## config.mk

```make
export PLATFORM = sky130hd
export DESIGN_NAME = rc_percent_to_channel_mapper_flat
export DESIGN_NICKNAME = d
export VERILOG_FILES = /design/src/rtl/rcpm_pkg.sv /design/src/rtl/rcpm_if.sv /design/src/rtl/rcpm_cfg_regs.sv /design/src/rtl/rcpm_pulse.sv /design/src/rtl/rcpm_scale.sv /design/src/rtl/rc_percent_to_channel_mapper.sv /design/src/flat_wrapper.sv
export SDC_FILE = /design/constraint.sdc
export NUM_CORES = 2
export LEC_CHECK = 0
export BUFFER_PORTS_ARGS = -buffer_cell sky130_fd_sc_hd__buf_2
export CORE_ASPECT_RATIO = 0.6
export CORE_MARGIN = 2
export CORE_UTILIZATION = 65
export CTS_CLUSTER_DIAMETER = 100
export DETAILED_ROUTE_END_ITERATION = 12
export PLACE_DENSITY = 0.84
export RECOVER_POWER = 25
export SLEW_MARGIN = 10
export SYNTH_ARGS = -nofsm -noshare
export SYNTH_HDL_FRONTEND = slang
export SYNTH_SLANG_ARGS = --single-unit
```

## constraint.sdc

```tcl
create_clock -name clk -period 12.17 [get_ports clk]
set_input_delay 0.6085 -clock clk [delete_from_list [all_inputs] [get_ports clk]]
set_output_delay 0.6085 -clock clk [all_outputs]
set_load 0.05 [all_outputs]
```

## src/rtl/rcpm_pkg.sv

```systemverilog
// Shared package of the RC percent-to-channel mapper: field widths, register
// codes, the steering path code and the structs passed between the stages.
// No dependencies.
package rcpm_pkg;

  localparam int KIND_W    = 8;
  localparam int PCT_W     = 8;
  localparam int PULSE_W   = 12;
  localparam int CH_W      = 4;
  localparam int VAL_W     = 11;
  localparam int CFG_IDX_W = 3;
  localparam int CFG_W     = 12;
  localparam int MODE_W    = 2;
  localparam int CHNUM_W   = 8;

  localparam int CH_VAL_MIN_DEF = 172;
  localparam int CH_VAL_MAX_DEF = 1811;

  localparam int PCT_LIMIT = 100;
  localparam int SERVO_OFFSET = 100;

  // Reset values of the registers.
  localparam logic [PULSE_W-1:0] SERVO_MIN_RST     = 12'd1000;
  localparam logic [PULSE_W-1:0] SERVO_MAX_RST     = 12'd2000;
  localparam logic [PULSE_W-1:0] SERVO_NEUTRAL_RST = 12'd1500;
  localparam logic [PULSE_W-1:0] ESC_MIN_RST       = 12'd1000;
  localparam logic [PULSE_W-1:0] ESC_MAX_RST       = 12'd2000;
  localparam logic [PULSE_W-1:0] ESC_NEUTRAL_RST   = 12'd1500;
  localparam logic [MODE_W-1:0]  MODE_FLAGS_RST    = 2'd3;
  localparam logic [CHNUM_W-1:0] CHANNEL_NUM_RST   = 8'd33;

  // Motor ids that always pick a path.
  localparam logic [KIND_W-1:0] KIND_THROTTLE = 8'd1;
  localparam logic [KIND_W-1:0] KIND_STEERING = 8'd2;

  // Pulse arithmetic: a factor up to 200 times a 13 bit difference.
  localparam int DIFF_W = PULSE_W + 1;
  localparam int FACT_W = 9;
  localparam int PROD_W = 21;
  localparam int MAG_W  = 20;

  // Division by 100 through a reciprocal, with one correction step.
  localparam int DIV_BY   = 100;
  localparam int RECIP_K  = 27;
  localparam int RECIP_M  = (2 ** RECIP_K) / DIV_BY;
  localparam int RECIP_MW = 21;
  localparam int RPROD_W  = MAG_W + RECIP_MW;
  localparam int Q_W      = 13;
  localparam int SQ_W     = Q_W + 1;
  localparam int SUM_W    = 15;

  // Channel scaling: numerator below 2**23, quotient below 2**11.
  localparam int CSPAN_W = VAL_W + 1;
  localparam int NUM_W   = DIFF_W + CSPAN_W;
  localparam int AMAG_W  = 23;
  localparam int QUO_W   = 11;
  localparam int V_W     = 14;

  typedef enum logic [CFG_IDX_W-1:0] {
    REG_SERVO_MIN       = 3'd0,
    REG_SERVO_MAX       = 3'd1,
    REG_SERVO_NEUTRAL   = 3'd2,
    REG_ESC_MIN         = 3'd3,
    REG_ESC_MAX         = 3'd4,
    REG_ESC_NEUTRAL     = 3'd5,
    REG_MODE_FLAGS      = 3'd6,
    REG_CHANNEL_NUMBERS = 3'd7
  } cfg_reg_t;

  typedef enum logic [1:0] {
    PATH_THROTTLE = 2'd0,
    PATH_SERVO    = 2'd1,
    PATH_MOTOR    = 2'd2
  } path_t;

  typedef struct packed {
    logic [PULSE_W-1:0] servo_min;
    logic [PULSE_W-1:0] servo_max;
    logic [PULSE_W-1:0] servo_neutral;
    logic [PULSE_W-1:0] esc_min;
    logic [PULSE_W-1:0] esc_max;
    logic [PULSE_W-1:0] esc_neutral;
    logic               reversible;
    logic               servo_mode;
    logic [CH_W-1:0]    thr_ch;
    logic [CH_W-1:0]    str_ch;
  } cfg_t;

  // Result of the pulse stages: pulse and span both relative to the minimum.
  typedef struct packed {
    logic signed [DIFF_W-1:0] off;
    logic signed [DIFF_W-1:0] span;
    logic [CH_W-1:0]          ch;
  } pulse_t;

  typedef struct packed {
    logic [CH_W-1:0]  ch;
    logic [VAL_W-1:0] value;
  } res_t;

endpackage

```

## src/rtl/rcpm_if.sv

```systemverilog
// Valid/ready channel interfaces of the RC percent-to-channel mapper.
// Depends on rcpm_pkg.
interface rcpm_in_if;
  logic                                valid;
  logic                                ready;
  logic [rcpm_pkg::KIND_W-1:0]         kind;
  logic signed [rcpm_pkg::PCT_W-1:0]   percent;

  modport source(output valid, kind, percent, input ready);
  modport sink(input valid, kind, percent, output ready);
endinterface

interface rcpm_out_if;
  logic                          valid;
  logic                          ready;
  logic [rcpm_pkg::CH_W-1:0]     channel_index;
  logic [rcpm_pkg::VAL_W-1:0]    channel_value;

  modport source(output valid, channel_index, channel_value, input ready);
  modport sink(input valid, channel_index, channel_value, output ready);
endinterface

```

## src/rtl/rcpm_cfg_regs.sv

```systemverilog
// Configuration register file of the RC percent-to-channel mapper.
// Depends on rcpm_pkg.
module rcpm_cfg_regs (
  input  logic                             clk,
  input  logic                             rst_n,
  input  logic                             cfg_we,
  input  logic [rcpm_pkg::CFG_IDX_W-1:0]   cfg_index,
  input  logic [rcpm_pkg::CFG_W-1:0]       cfg_wdata,
  output rcpm_pkg::cfg_t                   cfg
);

  logic [rcpm_pkg::PULSE_W-1:0] servo_min_r, servo_max_r, servo_neutral_r;
  logic [rcpm_pkg::PULSE_W-1:0] esc_min_r, esc_max_r, esc_neutral_r;
  logic [rcpm_pkg::MODE_W-1:0]  mode_flags_r;
  logic [rcpm_pkg::CHNUM_W-1:0] channel_numbers_r;

  always_ff @(posedge clk) begin
    if (!rst_n) begin
      servo_min_r       <= rcpm_pkg::SERVO_MIN_RST;
      servo_max_r       <= rcpm_pkg::SERVO_MAX_RST;
      servo_neutral_r   <= rcpm_pkg::SERVO_NEUTRAL_RST;
      esc_min_r         <= rcpm_pkg::ESC_MIN_RST;
      esc_max_r         <= rcpm_pkg::ESC_MAX_RST;
      esc_neutral_r     <= rcpm_pkg::ESC_NEUTRAL_RST;
      mode_flags_r      <= rcpm_pkg::MODE_FLAGS_RST;
      channel_numbers_r <= rcpm_pkg::CHANNEL_NUM_RST;
    end else if (cfg_we) begin
      case (rcpm_pkg::cfg_reg_t'(cfg_index))
        rcpm_pkg::REG_SERVO_MIN:       servo_min_r       <= cfg_wdata;
        rcpm_pkg::REG_SERVO_MAX:       servo_max_r       <= cfg_wdata;
        rcpm_pkg::REG_SERVO_NEUTRAL:   servo_neutral_r   <= cfg_wdata;
        rcpm_pkg::REG_ESC_MIN:         esc_min_r         <= cfg_wdata;
        rcpm_pkg::REG_ESC_MAX:         esc_max_r         <= cfg_wdata;
        rcpm_pkg::REG_ESC_NEUTRAL:     esc_neutral_r     <= cfg_wdata;
        rcpm_pkg::REG_MODE_FLAGS:      mode_flags_r      <= cfg_wdata[rcpm_pkg::MODE_W-1:0];
        rcpm_pkg::REG_CHANNEL_NUMBERS: channel_numbers_r <= cfg_wdata[rcpm_pkg::CHNUM_W-1:0];
        default: ;
      endcase
    end
  end

  always_comb begin
    cfg.servo_min     = servo_min_r;
    cfg.servo_max     = servo_max_r;
    cfg.servo_neutral = servo_neutral_r;
    cfg.esc_min       = esc_min_r;
    cfg.esc_max       = esc_max_r;
    cfg.esc_neutral   = esc_neutral_r;
    cfg.reversible    = mode_flags_r[0];
    cfg.servo_mode    = mode_flags_r[1];
    cfg.thr_ch        = channel_numbers_r[rcpm_pkg::CH_W-1:0];
    cfg.str_ch        = channel_numbers_r[rcpm_pkg::CHNUM_W-1:rcpm_pkg::CH_W];
  end

endmodule

```

## src/rtl/rcpm_pulse.sv

```systemverilog
// Four-stage pulse pipeline: id decode and scaled difference, divide by 100 via a
// reciprocal, correction, servo halving and sign, then clamp. Depends on rcpm_pkg.
module rcpm_pulse (
  input  logic                             clk,
  input  logic                             rst_n,
  input  rcpm_pkg::cfg_t                   cfg,
  input  logic                             up_valid,
  output logic                             up_ready,
  input  logic [rcpm_pkg::KIND_W-1:0]      up_kind,
  input  logic signed [rcpm_pkg::PCT_W-1:0] up_percent,
  output logic                             dn_valid,
  input  logic                             dn_ready,
  output rcpm_pkg::pulse_t                 dn_data
);

  typedef struct packed {
    logic signed [rcpm_pkg::PROD_W-1:0] prod;
    logic [rcpm_pkg::PULSE_W-1:0]       base;
    logic [rcpm_pkg::PULSE_W-1:0]       lo;
    logic [rcpm_pkg::PULSE_W-1:0]       hi;
    logic [rcpm_pkg::CH_W-1:0]          ch;
    rcpm_pkg::path_t                    path;
  } s1_t;

  typedef struct packed {
    logic                               neg;
    logic [rcpm_pkg::MAG_W-1:0]         mag;
    logic [rcpm_pkg::Q_W-1:0]           q0;
    logic [rcpm_pkg::PULSE_W-1:0]       base;
    logic [rcpm_pkg::PULSE_W-1:0]       lo;
    logic [rcpm_pkg::PULSE_W-1:0]       hi;
    logic [rcpm_pkg::CH_W-1:0]          ch;
    rcpm_pkg::path_t                    path;
  } s2_t;

  typedef struct packed {
    logic signed [rcpm_pkg::SQ_W-1:0]   sq;
    logic [rcpm_pkg::PULSE_W-1:0]       base;
    logic [rcpm_pkg::PULSE_W-1:0]       lo;
    logic [rcpm_pkg::PULSE_W-1:0]       hi;
    logic [rcpm_pkg::CH_W-1:0]          ch;
    rcpm_pkg::path_t                    path;
  } s3_t;

  localparam logic signed [rcpm_pkg::PCT_W-1:0] PCT_HI = rcpm_pkg::PCT_W'(rcpm_pkg::PCT_LIMIT);
  localparam logic signed [rcpm_pkg::PCT_W-1:0] PCT_LO = rcpm_pkg::PCT_W'(-rcpm_pkg::PCT_LIMIT);

  logic v1_r, v2_r, v3_r, v4_r;
  logic en1, en2, en3, en4;
  s1_t  s1_r, s1_nxt;
  s2_t  s2_r, s2_nxt;
  s3_t  s3_r, s3_nxt;
  rcpm_pkg::pulse_t s4_r, s4_nxt;
  logic match_thr, match_str;

  // A stage takes new data when it is empty or its content moves on.
  assign en4 = !v4_r || dn_ready;
  assign en3 = !v3_r || en4;
  assign en2 = !v2_r || en3;
  assign en1 = !v1_r || en2;
  assign up_ready = en1;

  // Stage 1: decode the id, clamp the percent, form factor times difference.
  always_comb begin
    logic signed [rcpm_pkg::PCT_W-1:0]   pc;
    logic signed [rcpm_pkg::FACT_W-1:0]  fact;
    logic signed [rcpm_pkg::DIFF_W-1:0]  diff;
    logic signed [rcpm_pkg::DIFF_W-1:0]  lo_s, hi_s, mid_s;
    logic [rcpm_pkg::PULSE_W-1:0]        mid;
    logic                                rev;
    logic signed [rcpm_pkg::FACT_W+rcpm_pkg::DIFF_W-1:0] full;

    if (up_percent > PCT_HI) begin
      pc = PCT_HI;
    end else if (up_percent < PCT_LO) begin
      pc = PCT_LO;
    end else begin
      pc = up_percent;
    end

    match_thr = (up_kind == rcpm_pkg::KIND_THROTTLE) ||
                (up_kind == rcpm_pkg::KIND_W'(cfg.thr_ch));
    match_str = (up_kind == rcpm_pkg::KIND_STEERING) ||
                (up_kind == rcpm_pkg::KIND_W'(cfg.str_ch));

    if (match_thr) begin
      s1_nxt.path = rcpm_pkg::PATH_THROTTLE;
      s1_nxt.lo   = cfg.esc_min;
      s1_nxt.hi   = cfg.esc_max;
      mid         = cfg.esc_neutral;
      rev         = cfg.reversible;
      s1_nxt.ch   = cfg.thr_ch;
    end else begin
      s1_nxt.path = cfg.servo_mode ? rcpm_pkg::PATH_SERVO : rcpm_pkg::PATH_MOTOR;
      s1_nxt.lo   = cfg.servo_min;
      s1_nxt.hi   = cfg.servo_max;
      mid         = cfg.servo_neutral;
      rev         = 1'b1;
      s1_nxt.ch   = cfg.str_ch;
    end

    lo_s  = $signed({1'b0, s1_nxt.lo});
    hi_s  = $signed({1'b0, s1_nxt.hi});
    mid_s = $signed({1'b0, mid});

    if (s1_nxt.path == rcpm_pkg::PATH_SERVO) begin
      fact        = rcpm_pkg::FACT_W'(pc) + rcpm_pkg::FACT_W'(rcpm_pkg::SERVO_OFFSET);
      diff        = hi_s - lo_s;
      s1_nxt.base = s1_nxt.lo;
    end else begin
      s1_nxt.base = mid;
      if (pc >= 0) begin
        fact = rcpm_pkg::FACT_W'(pc);
        diff = hi_s - mid_s;
      end else begin
        // Without reverse a negative command holds the pulse at neutral.
        fact = rev ? rcpm_pkg::FACT_W'(pc) : '0;
        diff = mid_s - lo_s;
      end
    end

    full        = fact * diff;
    s1_nxt.prod = full[rcpm_pkg::PROD_W-1:0];
  end

  // Stage 2: magnitude times the reciprocal of 100; the estimate may be one low.
  always_comb begin
    logic [rcpm_pkg::PROD_W-1:0]  absv;
    logic [rcpm_pkg::RPROD_W-1:0] rprod;

    s2_nxt.neg  = s1_r.prod[rcpm_pkg::PROD_W-1];
    absv        = s2_nxt.neg ? rcpm_pkg::PROD_W'(-s1_r.prod) : rcpm_pkg::PROD_W'(s1_r.prod);
    s2_nxt.mag  = absv[rcpm_pkg::MAG_W-1:0];
    rprod       = rcpm_pkg::RPROD_W'(s2_nxt.mag) * rcpm_pkg::RPROD_W'(rcpm_pkg::RECIP_M);
    s2_nxt.q0   = rprod[rcpm_pkg::RECIP_K+rcpm_pkg::Q_W-1:rcpm_pkg::RECIP_K];
    s2_nxt.base = s1_r.base;
    s2_nxt.lo   = s1_r.lo;
    s2_nxt.hi   = s1_r.hi;
    s2_nxt.ch   = s1_r.ch;
    s2_nxt.path = s1_r.path;
  end

  // Stage 3: correct the quotient, halve it for the servo path, restore sign.
  always_comb begin
    logic [rcpm_pkg::MAG_W-1:0] rem;
    logic [rcpm_pkg::Q_W-1:0]   q;

    rem = s2_r.mag - rcpm_pkg::MAG_W'(rcpm_pkg::MAG_W'(s2_r.q0) *
                                      rcpm_pkg::MAG_W'(rcpm_pkg::DIV_BY));
    q   = s2_r.q0 + rcpm_pkg::Q_W'(rem >= rcpm_pkg::MAG_W'(rcpm_pkg::DIV_BY));
    if (s2_r.path == rcpm_pkg::PATH_SERVO) begin
      q = q >> 1;
    end
    s3_nxt.sq   = s2_r.neg ? -$signed({1'b0, q}) : $signed({1'b0, q});
    s3_nxt.base = s2_r.base;
    s3_nxt.lo   = s2_r.lo;
    s3_nxt.hi   = s2_r.hi;
    s3_nxt.ch   = s2_r.ch;
    s3_nxt.path = s2_r.path;
  end

  // Stage 4: add to the base; throttle clamps low first, motor high first, servo not.
  always_comb begin
    logic signed [rcpm_pkg::SUM_W-1:0] pulse, t, lo_s, hi_s;

    lo_s  = rcpm_pkg::SUM_W'($signed({1'b0, s3_r.lo}));
    hi_s  = rcpm_pkg::SUM_W'($signed({1'b0, s3_r.hi}));
    pulse = rcpm_pkg::SUM_W'($signed({1'b0, s3_r.base})) + rcpm_pkg::SUM_W'(s3_r.sq);
    t     = pulse;
    case (s3_r.path)
      rcpm_pkg::PATH_THROTTLE: begin
        if (t < lo_s) t = lo_s;
        if (t > hi_s) t = hi_s;
      end
      rcpm_pkg::PATH_MOTOR: begin
        if (t > hi_s) t = hi_s;
        if (t < lo_s) t = lo_s;
      end
      default: ;
    endcase
    s4_nxt.off  = rcpm_pkg::DIFF_W'(t - lo_s);
    s4_nxt.span = rcpm_pkg::DIFF_W'(hi_s - lo_s);
    s4_nxt.ch   = s3_r.ch;
  end

  always_ff @(posedge clk) begin
    if (!rst_n) begin
      v1_r <= 1'b0;
      v2_r <= 1'b0;
      v3_r <= 1'b0;
      v4_r <= 1'b0;
    end else begin
      // An id that matches neither path is taken and dropped here.
      if (en1) v1_r <= up_valid && (match_thr || match_str);
      if (en2) v2_r <= v1_r;
      if (en3) v3_r <= v2_r;
      if (en4) v4_r <= v3_r;
    end
  end

  always_ff @(posedge clk) begin
    if (en1) s1_r <= s1_nxt;
    if (en2) s2_r <= s2_nxt;
    if (en3) s3_r <= s3_nxt;
    if (en4) s4_r <= s4_nxt;
  end

  assign dn_valid = v4_r;
  assign dn_data  = s4_r;

endmodule

```

## src/rtl/rcpm_scale.sv

```systemverilog
// Channel scaling pipeline: constant multiply, one restoring division stage
// per quotient bit, then offset and saturation into the output register.
// Depends on rcpm_pkg.
module rcpm_scale #(
  parameter int CH_VAL_MIN = rcpm_pkg::CH_VAL_MIN_DEF,
  parameter int CH_VAL_MAX = rcpm_pkg::CH_VAL_MAX_DEF
) (
  input  logic              clk,
  input  logic              rst_n,
  input  logic              up_valid,
  output logic              up_ready,
  input  rcpm_pkg::pulse_t  up_data,
  output logic              dn_valid,
  input  logic              dn_ready,
  output rcpm_pkg::res_t    dn_data
);

  localparam int QW = rcpm_pkg::QUO_W;
  localparam logic signed [rcpm_pkg::CSPAN_W-1:0] CSPAN =
    rcpm_pkg::CSPAN_W'(CH_VAL_MAX - CH_VAL_MIN);
  localparam logic signed [rcpm_pkg::V_W-1:0] CMIN = rcpm_pkg::V_W'(CH_VAL_MIN);
  localparam logic signed [rcpm_pkg::V_W-1:0] VMAX = rcpm_pkg::V_W'((2 ** rcpm_pkg::VAL_W) - 1);

  typedef struct packed {
    logic                            neg;
    logic                            zero;
    logic [rcpm_pkg::AMAG_W-1:0]     rem;
    logic [rcpm_pkg::PULSE_W-1:0]    dmag;
    logic [QW-1:0]                   quo;
    logic [rcpm_pkg::CH_W-1:0]       ch;
  } dv_t;

  function automatic dv_t div_step(dv_t d, int bitpos);
    dv_t r;
    logic [rcpm_pkg::AMAG_W-1:0] sh;
    r  = d;
    sh = rcpm_pkg::AMAG_W'(d.dmag) << bitpos;
    if (d.rem >= sh) begin
      r.rem         = d.rem - sh;
      r.quo[bitpos] = 1'b1;
    end
    return r;
  endfunction

  logic          sv_r [0:QW];
  dv_t           sd_r [0:QW];
  logic [0:QW+1] en;
  dv_t           s0_nxt;
  logic          ov_r;
  rcpm_pkg::res_t od_r, od_nxt;

  assign en[QW+1]  = !ov_r || dn_ready;
  assign up_ready  = en[0];

  // Stage 0: numerator (pulse offset times channel span) and divisor magnitude.
  always_comb begin
    logic signed [rcpm_pkg::NUM_W-1:0] num;
    logic [rcpm_pkg::NUM_W-1:0]        nabs;
    logic [rcpm_pkg::DIFF_W-1:0]       dabs;

    num  = rcpm_pkg::NUM_W'(up_data.off) * rcpm_pkg::NUM_W'(CSPAN);
    nabs = num[rcpm_pkg::NUM_W-1] ? rcpm_pkg::NUM_W'(-num) : rcpm_pkg::NUM_W'(num);
    dabs = up_data.span[rcpm_pkg::DIFF_W-1] ? rcpm_pkg::DIFF_W'(-up_data.span)
                                           : rcpm_pkg::DIFF_W'(up_data.span);
    s0_nxt.neg  = num[rcpm_pkg::NUM_W-1] ^ up_data.span[rcpm_pkg::DIFF_W-1];
    s0_nxt.zero = (up_data.span == '0);
    s0_nxt.rem  = nabs[rcpm_pkg::AMAG_W-1:0];
    s0_nxt.dmag = dabs[rcpm_pkg::PULSE_W-1:0];
    s0_nxt.quo  = '0;
    s0_nxt.ch   = up_data.ch;
  end

  assign en[0] = !sv_r[0] || en[1];

  always_ff @(posedge clk) begin
    if (!rst_n) begin
      sv_r[0] <= 1'b0;
    end else if (en[0]) begin
      sv_r[0] <= up_valid;
    end
  end

  always_ff @(posedge clk) begin
    if (en[0]) sd_r[0] <= s0_nxt;
  end

  // Stage k settles quotient bit QW-k; the quotient never reaches 2**QW.
  for (genvar k = 1; k <= QW; k++) begin : g_div
    assign en[k] = !sv_r[k] || en[k+1];

    always_ff @(posedge clk) begin
      if (!rst_n) begin
        sv_r[k] <= 1'b0;
      end else if (en[k]) begin
        sv_r[k] <= sv_r[k-1];
      end
    end

    always_ff @(posedge clk) begin
      if (en[k]) sd_r[k] <= div_step(sd_r[k-1], QW - k);
    end
  end

  // Final stage: signed quotient plus channel minimum, saturated; index less one.
  always_comb begin
    logic signed [rcpm_pkg::V_W-1:0] q, v;

    q = sd_r[QW].neg ? -rcpm_pkg::V_W'(sd_r[QW].quo) : rcpm_pkg::V_W'(sd_r[QW].quo);
    v = sd_r[QW].zero ? CMIN : CMIN + q;
    if (v < 0) begin
      v = '0;
    end else if (v > VMAX) begin
      v = VMAX;
    end
    od_nxt.value = v[rcpm_pkg::VAL_W-1:0];
    od_nxt.ch    = sd_r[QW].ch - 1'b1;
  end

  always_ff @(posedge clk) begin
    if (!rst_n) begin
      ov_r <= 1'b0;
    end else if (en[QW+1]) begin
      ov_r <= sv_r[QW];
    end
  end

  always_ff @(posedge clk) begin
    if (en[QW+1]) od_r <= od_nxt;
  end

  assign dn_valid = ov_r;
  assign dn_data  = od_r;

endmodule

```

## src/rtl/rc_percent_to_channel_mapper.sv

```systemverilog
// Top level of the RC percent-to-channel mapper: configuration registers,
// pulse pipeline and channel scaling pipeline. Depends on rcpm_pkg, rcpm_if.
//
// A transaction carries a motor id and a signed percent; it yields one
// channel index and value, or nothing when the id matches neither the
// throttle nor the steering id or channel number. The block is a 17-stage
// pipeline: four stages form the pulse width (division by 100 through a
// reciprocal multiply), one forms the scaled numerator, eleven run a
// restoring divide by the pulse span one quotient bit each, and the last is
// the output register. It takes one transaction per cycle when the output is
// not stalled; a stall backs up through the stages, each of which still
// accepts data while it is empty. Write the configuration registers only
// while the pipeline is empty.
module rc_percent_to_channel_mapper #(
  parameter int CH_VAL_MIN = rcpm_pkg::CH_VAL_MIN_DEF,
  parameter int CH_VAL_MAX = rcpm_pkg::CH_VAL_MAX_DEF
) (
  input  logic                             clk,
  input  logic                             rst_n,
  rcpm_in_if.sink                          in_ch,
  rcpm_out_if.source                       out_ch,
  input  logic                             cfg_we,
  input  logic [rcpm_pkg::CFG_IDX_W-1:0]   cfg_index,
  input  logic [rcpm_pkg::CFG_W-1:0]       cfg_wdata
);

  rcpm_pkg::cfg_t   cfg;
  logic             pl_valid;
  logic             pl_ready;
  rcpm_pkg::pulse_t pl_data;
  rcpm_pkg::res_t   res;

  rcpm_cfg_regs u_cfg (
    .clk       (clk),
    .rst_n     (rst_n),
    .cfg_we    (cfg_we),
    .cfg_index (cfg_index),
    .cfg_wdata (cfg_wdata),
    .cfg       (cfg)
  );

  rcpm_pulse u_pulse (
    .clk        (clk),
    .rst_n      (rst_n),
    .cfg        (cfg),
    .up_valid   (in_ch.valid),
    .up_ready   (in_ch.ready),
    .up_kind    (in_ch.kind),
    .up_percent (in_ch.percent),
    .dn_valid   (pl_valid),
    .dn_ready   (pl_ready),
    .dn_data    (pl_data)
  );

  rcpm_scale #(
    .CH_VAL_MIN (CH_VAL_MIN),
    .CH_VAL_MAX (CH_VAL_MAX)
  ) u_scale (
    .clk      (clk),
    .rst_n    (rst_n),
    .up_valid (pl_valid),
    .up_ready (pl_ready),
    .up_data  (pl_data),
    .dn_valid (out_ch.valid),
    .dn_ready (out_ch.ready),
    .dn_data  (res)
  );

  assign out_ch.channel_index = res.ch;
  assign out_ch.channel_value = res.value;

endmodule
```

## src/flat_wrapper.sv

```systemverilog
// flat-port wrapper written by rule: the top's interface ports become plain ports
module rc_percent_to_channel_mapper_flat 
#(
  parameter int CH_VAL_MIN = rcpm_pkg::CH_VAL_MIN_DEF,
  parameter int CH_VAL_MAX = rcpm_pkg::CH_VAL_MAX_DEF
)
  (clk, rst_n, cfg_we, cfg_index, cfg_wdata, in_ch_valid, in_ch_kind, in_ch_percent, in_ch_ready, out_ch_valid, out_ch_channel_index, out_ch_channel_value, out_ch_ready);
  rcpm_in_if in_ch_i ();
  rcpm_out_if out_ch_i ();
  input  logic clk;
  input  logic rst_n;
  input  logic cfg_we;
  input  logic [rcpm_pkg::CFG_IDX_W-1:0] cfg_index;
  input  logic [rcpm_pkg::CFG_W-1:0] cfg_wdata;
  input wire logic [$bits(in_ch_i.valid)-1:0] in_ch_valid;
  input wire logic [$bits(in_ch_i.kind)-1:0] in_ch_kind;
  input wire logic [$bits(in_ch_i.percent)-1:0] in_ch_percent;
  output wire logic [$bits(in_ch_i.ready)-1:0] in_ch_ready;
  output wire logic [$bits(out_ch_i.valid)-1:0] out_ch_valid;
  output wire logic [$bits(out_ch_i.channel_index)-1:0] out_ch_channel_index;
  output wire logic [$bits(out_ch_i.channel_value)-1:0] out_ch_channel_value;
  input wire logic [$bits(out_ch_i.ready)-1:0] out_ch_ready;
  assign in_ch_i.valid = in_ch_valid;
  assign in_ch_i.kind = in_ch_kind;
  assign in_ch_i.percent = in_ch_percent;
  assign in_ch_ready = in_ch_i.ready;
  assign out_ch_valid = out_ch_i.valid;
  assign out_ch_channel_index = out_ch_i.channel_index;
  assign out_ch_channel_value = out_ch_i.channel_value;
  assign out_ch_i.ready = out_ch_ready;
  rc_percent_to_channel_mapper #(.CH_VAL_MIN(CH_VAL_MIN), .CH_VAL_MAX(CH_VAL_MAX)) u_core (.clk(clk), .rst_n(rst_n), .in_ch(in_ch_i), .out_ch(out_ch_i), .cfg_we(cfg_we), .cfg_index(cfg_index), .cfg_wdata(cfg_wdata));
endmodule
```

==> impl_results.md <==
- DP Wirelength: 104,000 µm
- Post-Place Cells: 6,655
- Initial antenna violation count: 4
- Pin count of the biggest net entering global routing: 108
- Total track usage: 29.3%
- Post-synthesis mux area share: 1.85%
- Via-to-Cell Ratio: 5.99
- FILL cells: 6,226
- Initial DRC Count: 4,298
- # hold bufs at CTS: 0
- Core area: 89,700 µm²
- PortBufs: 52
- CTS H-tree depth: 3
- Area fraction in compound gates after synthesis: 9.60%
- Fin crit share: 84.1%
- Die height: 237 µm
- Number of distinct library cells after synthesis: 93
- FMAX: 0.0977 GHz
- Mapped Nets: 6,407
- CP Launch Type: primary input
- Top cell type's share of synthesized area: 39.4%
- Xor/xnor share of the synthesized area: 5.03%
- Post-Syn Area: 58,800 µm²
- Clock latency on the worst-skew pair: 0.69 ns
- Synth top area cells: edfxtp_1 39%, ha_1 13%, fa_1 11%, inv_1 5.0%, xnor2_1 3.2%
- Syn Inst Count: 5,441
- Async set-reset flop share out of synthesis: 0%
- Sequential share of the synthesized area: 42.4%
- Root buf cell: clkbuf_16
- Clk pin slew, worst setup/hold paths: 0.07 ns
- Die area: 93,000 µm²
- Largest family of logic cells by synthesized area: adder cells
- Remaining DRCs: 0
- Initial core utilization: 65.6%
- Simple-Gate Fraction of Synth Area: 11.8%
- Vias in the first global route: 39,639
- Yosys warns: 0
- Setup bufs post-CTS: 0
- Top FF cell, synth: edfxtp_1
- Row count: 85
- Flops & latches, synth: 860
- Area grow syn2layout: 7.48%
- # setup viols final: 0
- Routed vias: 40,692
- I/O Pins: 53
- Max Buffers Root-to-Sink: 3
- Worst Skew: 0.0297 ns
- Crit path top cell by count: fa_1
- RePlAce Congestion: 0.996
- Status: finished with violations
- Min-delay worst type: in2reg
- Delay of the slowest critical-path stage: 0.85 ns
- Period minus WS final: 10.23 ns
- Relative slew margins: -211%
- DR pass1 iterations: 6
- CTS Sinks: 860
- Final-stage net count: 6,484
- GRT Residual Overflow: 0
- Final TNS setup: 0 ns
- Final wirelength: 134,000 µm
- CP max FO: 21
- EDFF count, synth: 772
- Worst path arrival time: 10.65 ns
- Fin. Hold Viols: 0
- Pins Over Slew Limit: 108
- Global-route wire length before repair: 215,000 µm
- RSZ-0062 raised after global routing: false
- Post-Synth Adder-Cell Area: 23.7%
- Post-DR wirelength/cell: 19.7 µm
- Synth area leader: edfxtp_1
- CP max-delay cell: nor4_2
- Fin cells: 6,797
- CTS tree: built
- Kind of end point of the critical path: register
- CP Data Required Time: 12.58 ns
- Worst setup path category: in2reg
- Hold_ws: 0.252 ns
- Die Span X: 392 µm
- CTS Buf Count: 79
- Violated checks: max-capacitance violations, max-slew violations
- Layout cells sized above 1: 5.97%
- Post-CTS sizing: 0
- Antenna-violating nets left: 0
- Syn avg cell area: 10.8 µm²
- Max_cap viols: 1
- Tightest Pin Transition: 4.66 ns
- Ant diodes: 0
[kinds of logic (layout without fill, tap and decap cells)]
kind of cell	after synthesis	count (layout)
compound gates	877	877
xor+xnor	338	338
fa+ha+maj	930	930
buf+inv	883	1021
flops	860	860
mux	103	103
simple gates	1450	1450
[registers in the layout (all words and copies together) (netlist names), 2 cells and up]
| signal | cells |
|---|---|
| u_core.u_pulse.s1_r | 63 |
| u_core.u_cfg.channel_numbers_r | 8 |
| u_core.u_cfg.servo_neutral_r | 12 |
| u_core.u_cfg.esc_neutral_r | 12 |
| u_core.u_scale.dn_data | 15 |
| u_core.u_pulse.s2_r | 74 |
| u_core.u_scale.sd_r | 523 |
| u_core.u_cfg.servo_max_r | 12 |
| u_core.u_pulse.s3_r | 56 |
| u_core.u_pulse.dn_data | 30 |
| u_core.u_cfg.esc_min_r | 12 |
| u_core.u_cfg.esc_max_r | 12 |
| u_core.u_cfg.mode_flags_r | 2 |
| u_core.u_cfg.servo_min_r | 12 |
| u_core.u_scale.sv_r | 12 |
[metal layers]
metal,track usage (%),part of all wire (%)
met3,7.10,11
met2,41.2,41
met5,0,0.025
met4,6.05,1.7
met1,46.2,46
[critical path, delay by kind of cell]
family                     cells  cell delay [ns]
AOI/OAI and AO/OA             13             3.85
xor gates and xnor gates       2             0.28
adders and majority gates      8             3.55
buffers and inverters          6             0.66
muxes                          1             0.40
and+or+nand+nor                4             1.27
[layout make-up]
cell class | count | area [µm²] | area share [%]
Clock buffer | 91 | 2090 | 3.31
Clock inverter | 51 | 492 | 0.778
Inverter | 782 | 2940 | 4.64
Multi-Input combinational cell | 3698 | 30700 | 48.5
Sequential cell | 860 | 24900 | 39.4
Tap cell | 1218 | 1520 | 2.41
Timing Repair Buffer | 97 | 594 | 0.940
[layout by cell type, fill, tap and decap left out, types with 86 or more instances in the layout]
cell type  instances
dfxtp_1           88
ha_1             621
inv_1            775
a21oi_1          232
nand2_1          486
edfxtp_1         772
xor2_1           126
xnor2_1          212
o21ai_0          222
a21boi_0          86
nand3_1          106
fa_1             309
nor3_1           108
nor2_1           318
[per-stage QoR]
stage | instance area [µm²] | setup slack [ns] | utilization, %
after CTS | 63200 | 2.22 | 70.5
after detailed placement | 60700 | 1.54 | 67.7
after global routing | 63200 | 1.58 | 70.5
after global placement | 60700 | 1.95 | 67.7
after floorplan | 58800 | 3.32 | -
final | 63200 | 1.94 | 70.5
[Yosys cell counts, types with 12 or more instances]
master	count
nor2b_1	83
nor2_1	318
a221oi_1	12
nor4_1	39
xnor2_1	212
inv_1	780
and2_1	25
dfxtp_1	88
nand2b_1	72
fa_1	309
o21a_1	35
mux2i_1	59
or2_2	24
xor2_1	126
nand4_1	38
nand4b_1	12
o21ai_0	223
nand2_1	491
nor3_1	111
a21o_1	65
or3_1	29
a21boi_0	87
clkbuf_1	86
o21bai_1	14
a31oi_1	20
a21oi_1	232
o31ai_1	38
and3_1	42
or4_1	17
mux2_2	43
a211oi_1	25
edfxtp_1	772
ha_1	621
nand3_1	108
o211ai_1	18
[final timing paths]
check	endpoint	slack, ns	cells after the start	from
worst max-delay path	u_core.u_pulse.s1_r[61]$_DFFE_PP_	1.94	34	in_ch_kind[7]
worst min-delay path	u_core.u_pulse.v1_r$_SDFFE_PN0P_	0.25	3	in_ch_valid
worst max register to register	u_core.u_pulse.s1_r[61]$_DFFE_PP_	2.18	34	u_core.u_cfg.channel_numbers_r[2]$_SDFFE_PN0P_
worst min register to register	u_core.u_scale.sd_r[2][106]$_DFFE_PP_	0.40	0	u_core.u_scale.sd_r[2][54]$_DFFE_PP_
Power is left out: the tool's default activity adds up to more than one toggle a clock period on the data nets, which glitch-free logic cannot reach.
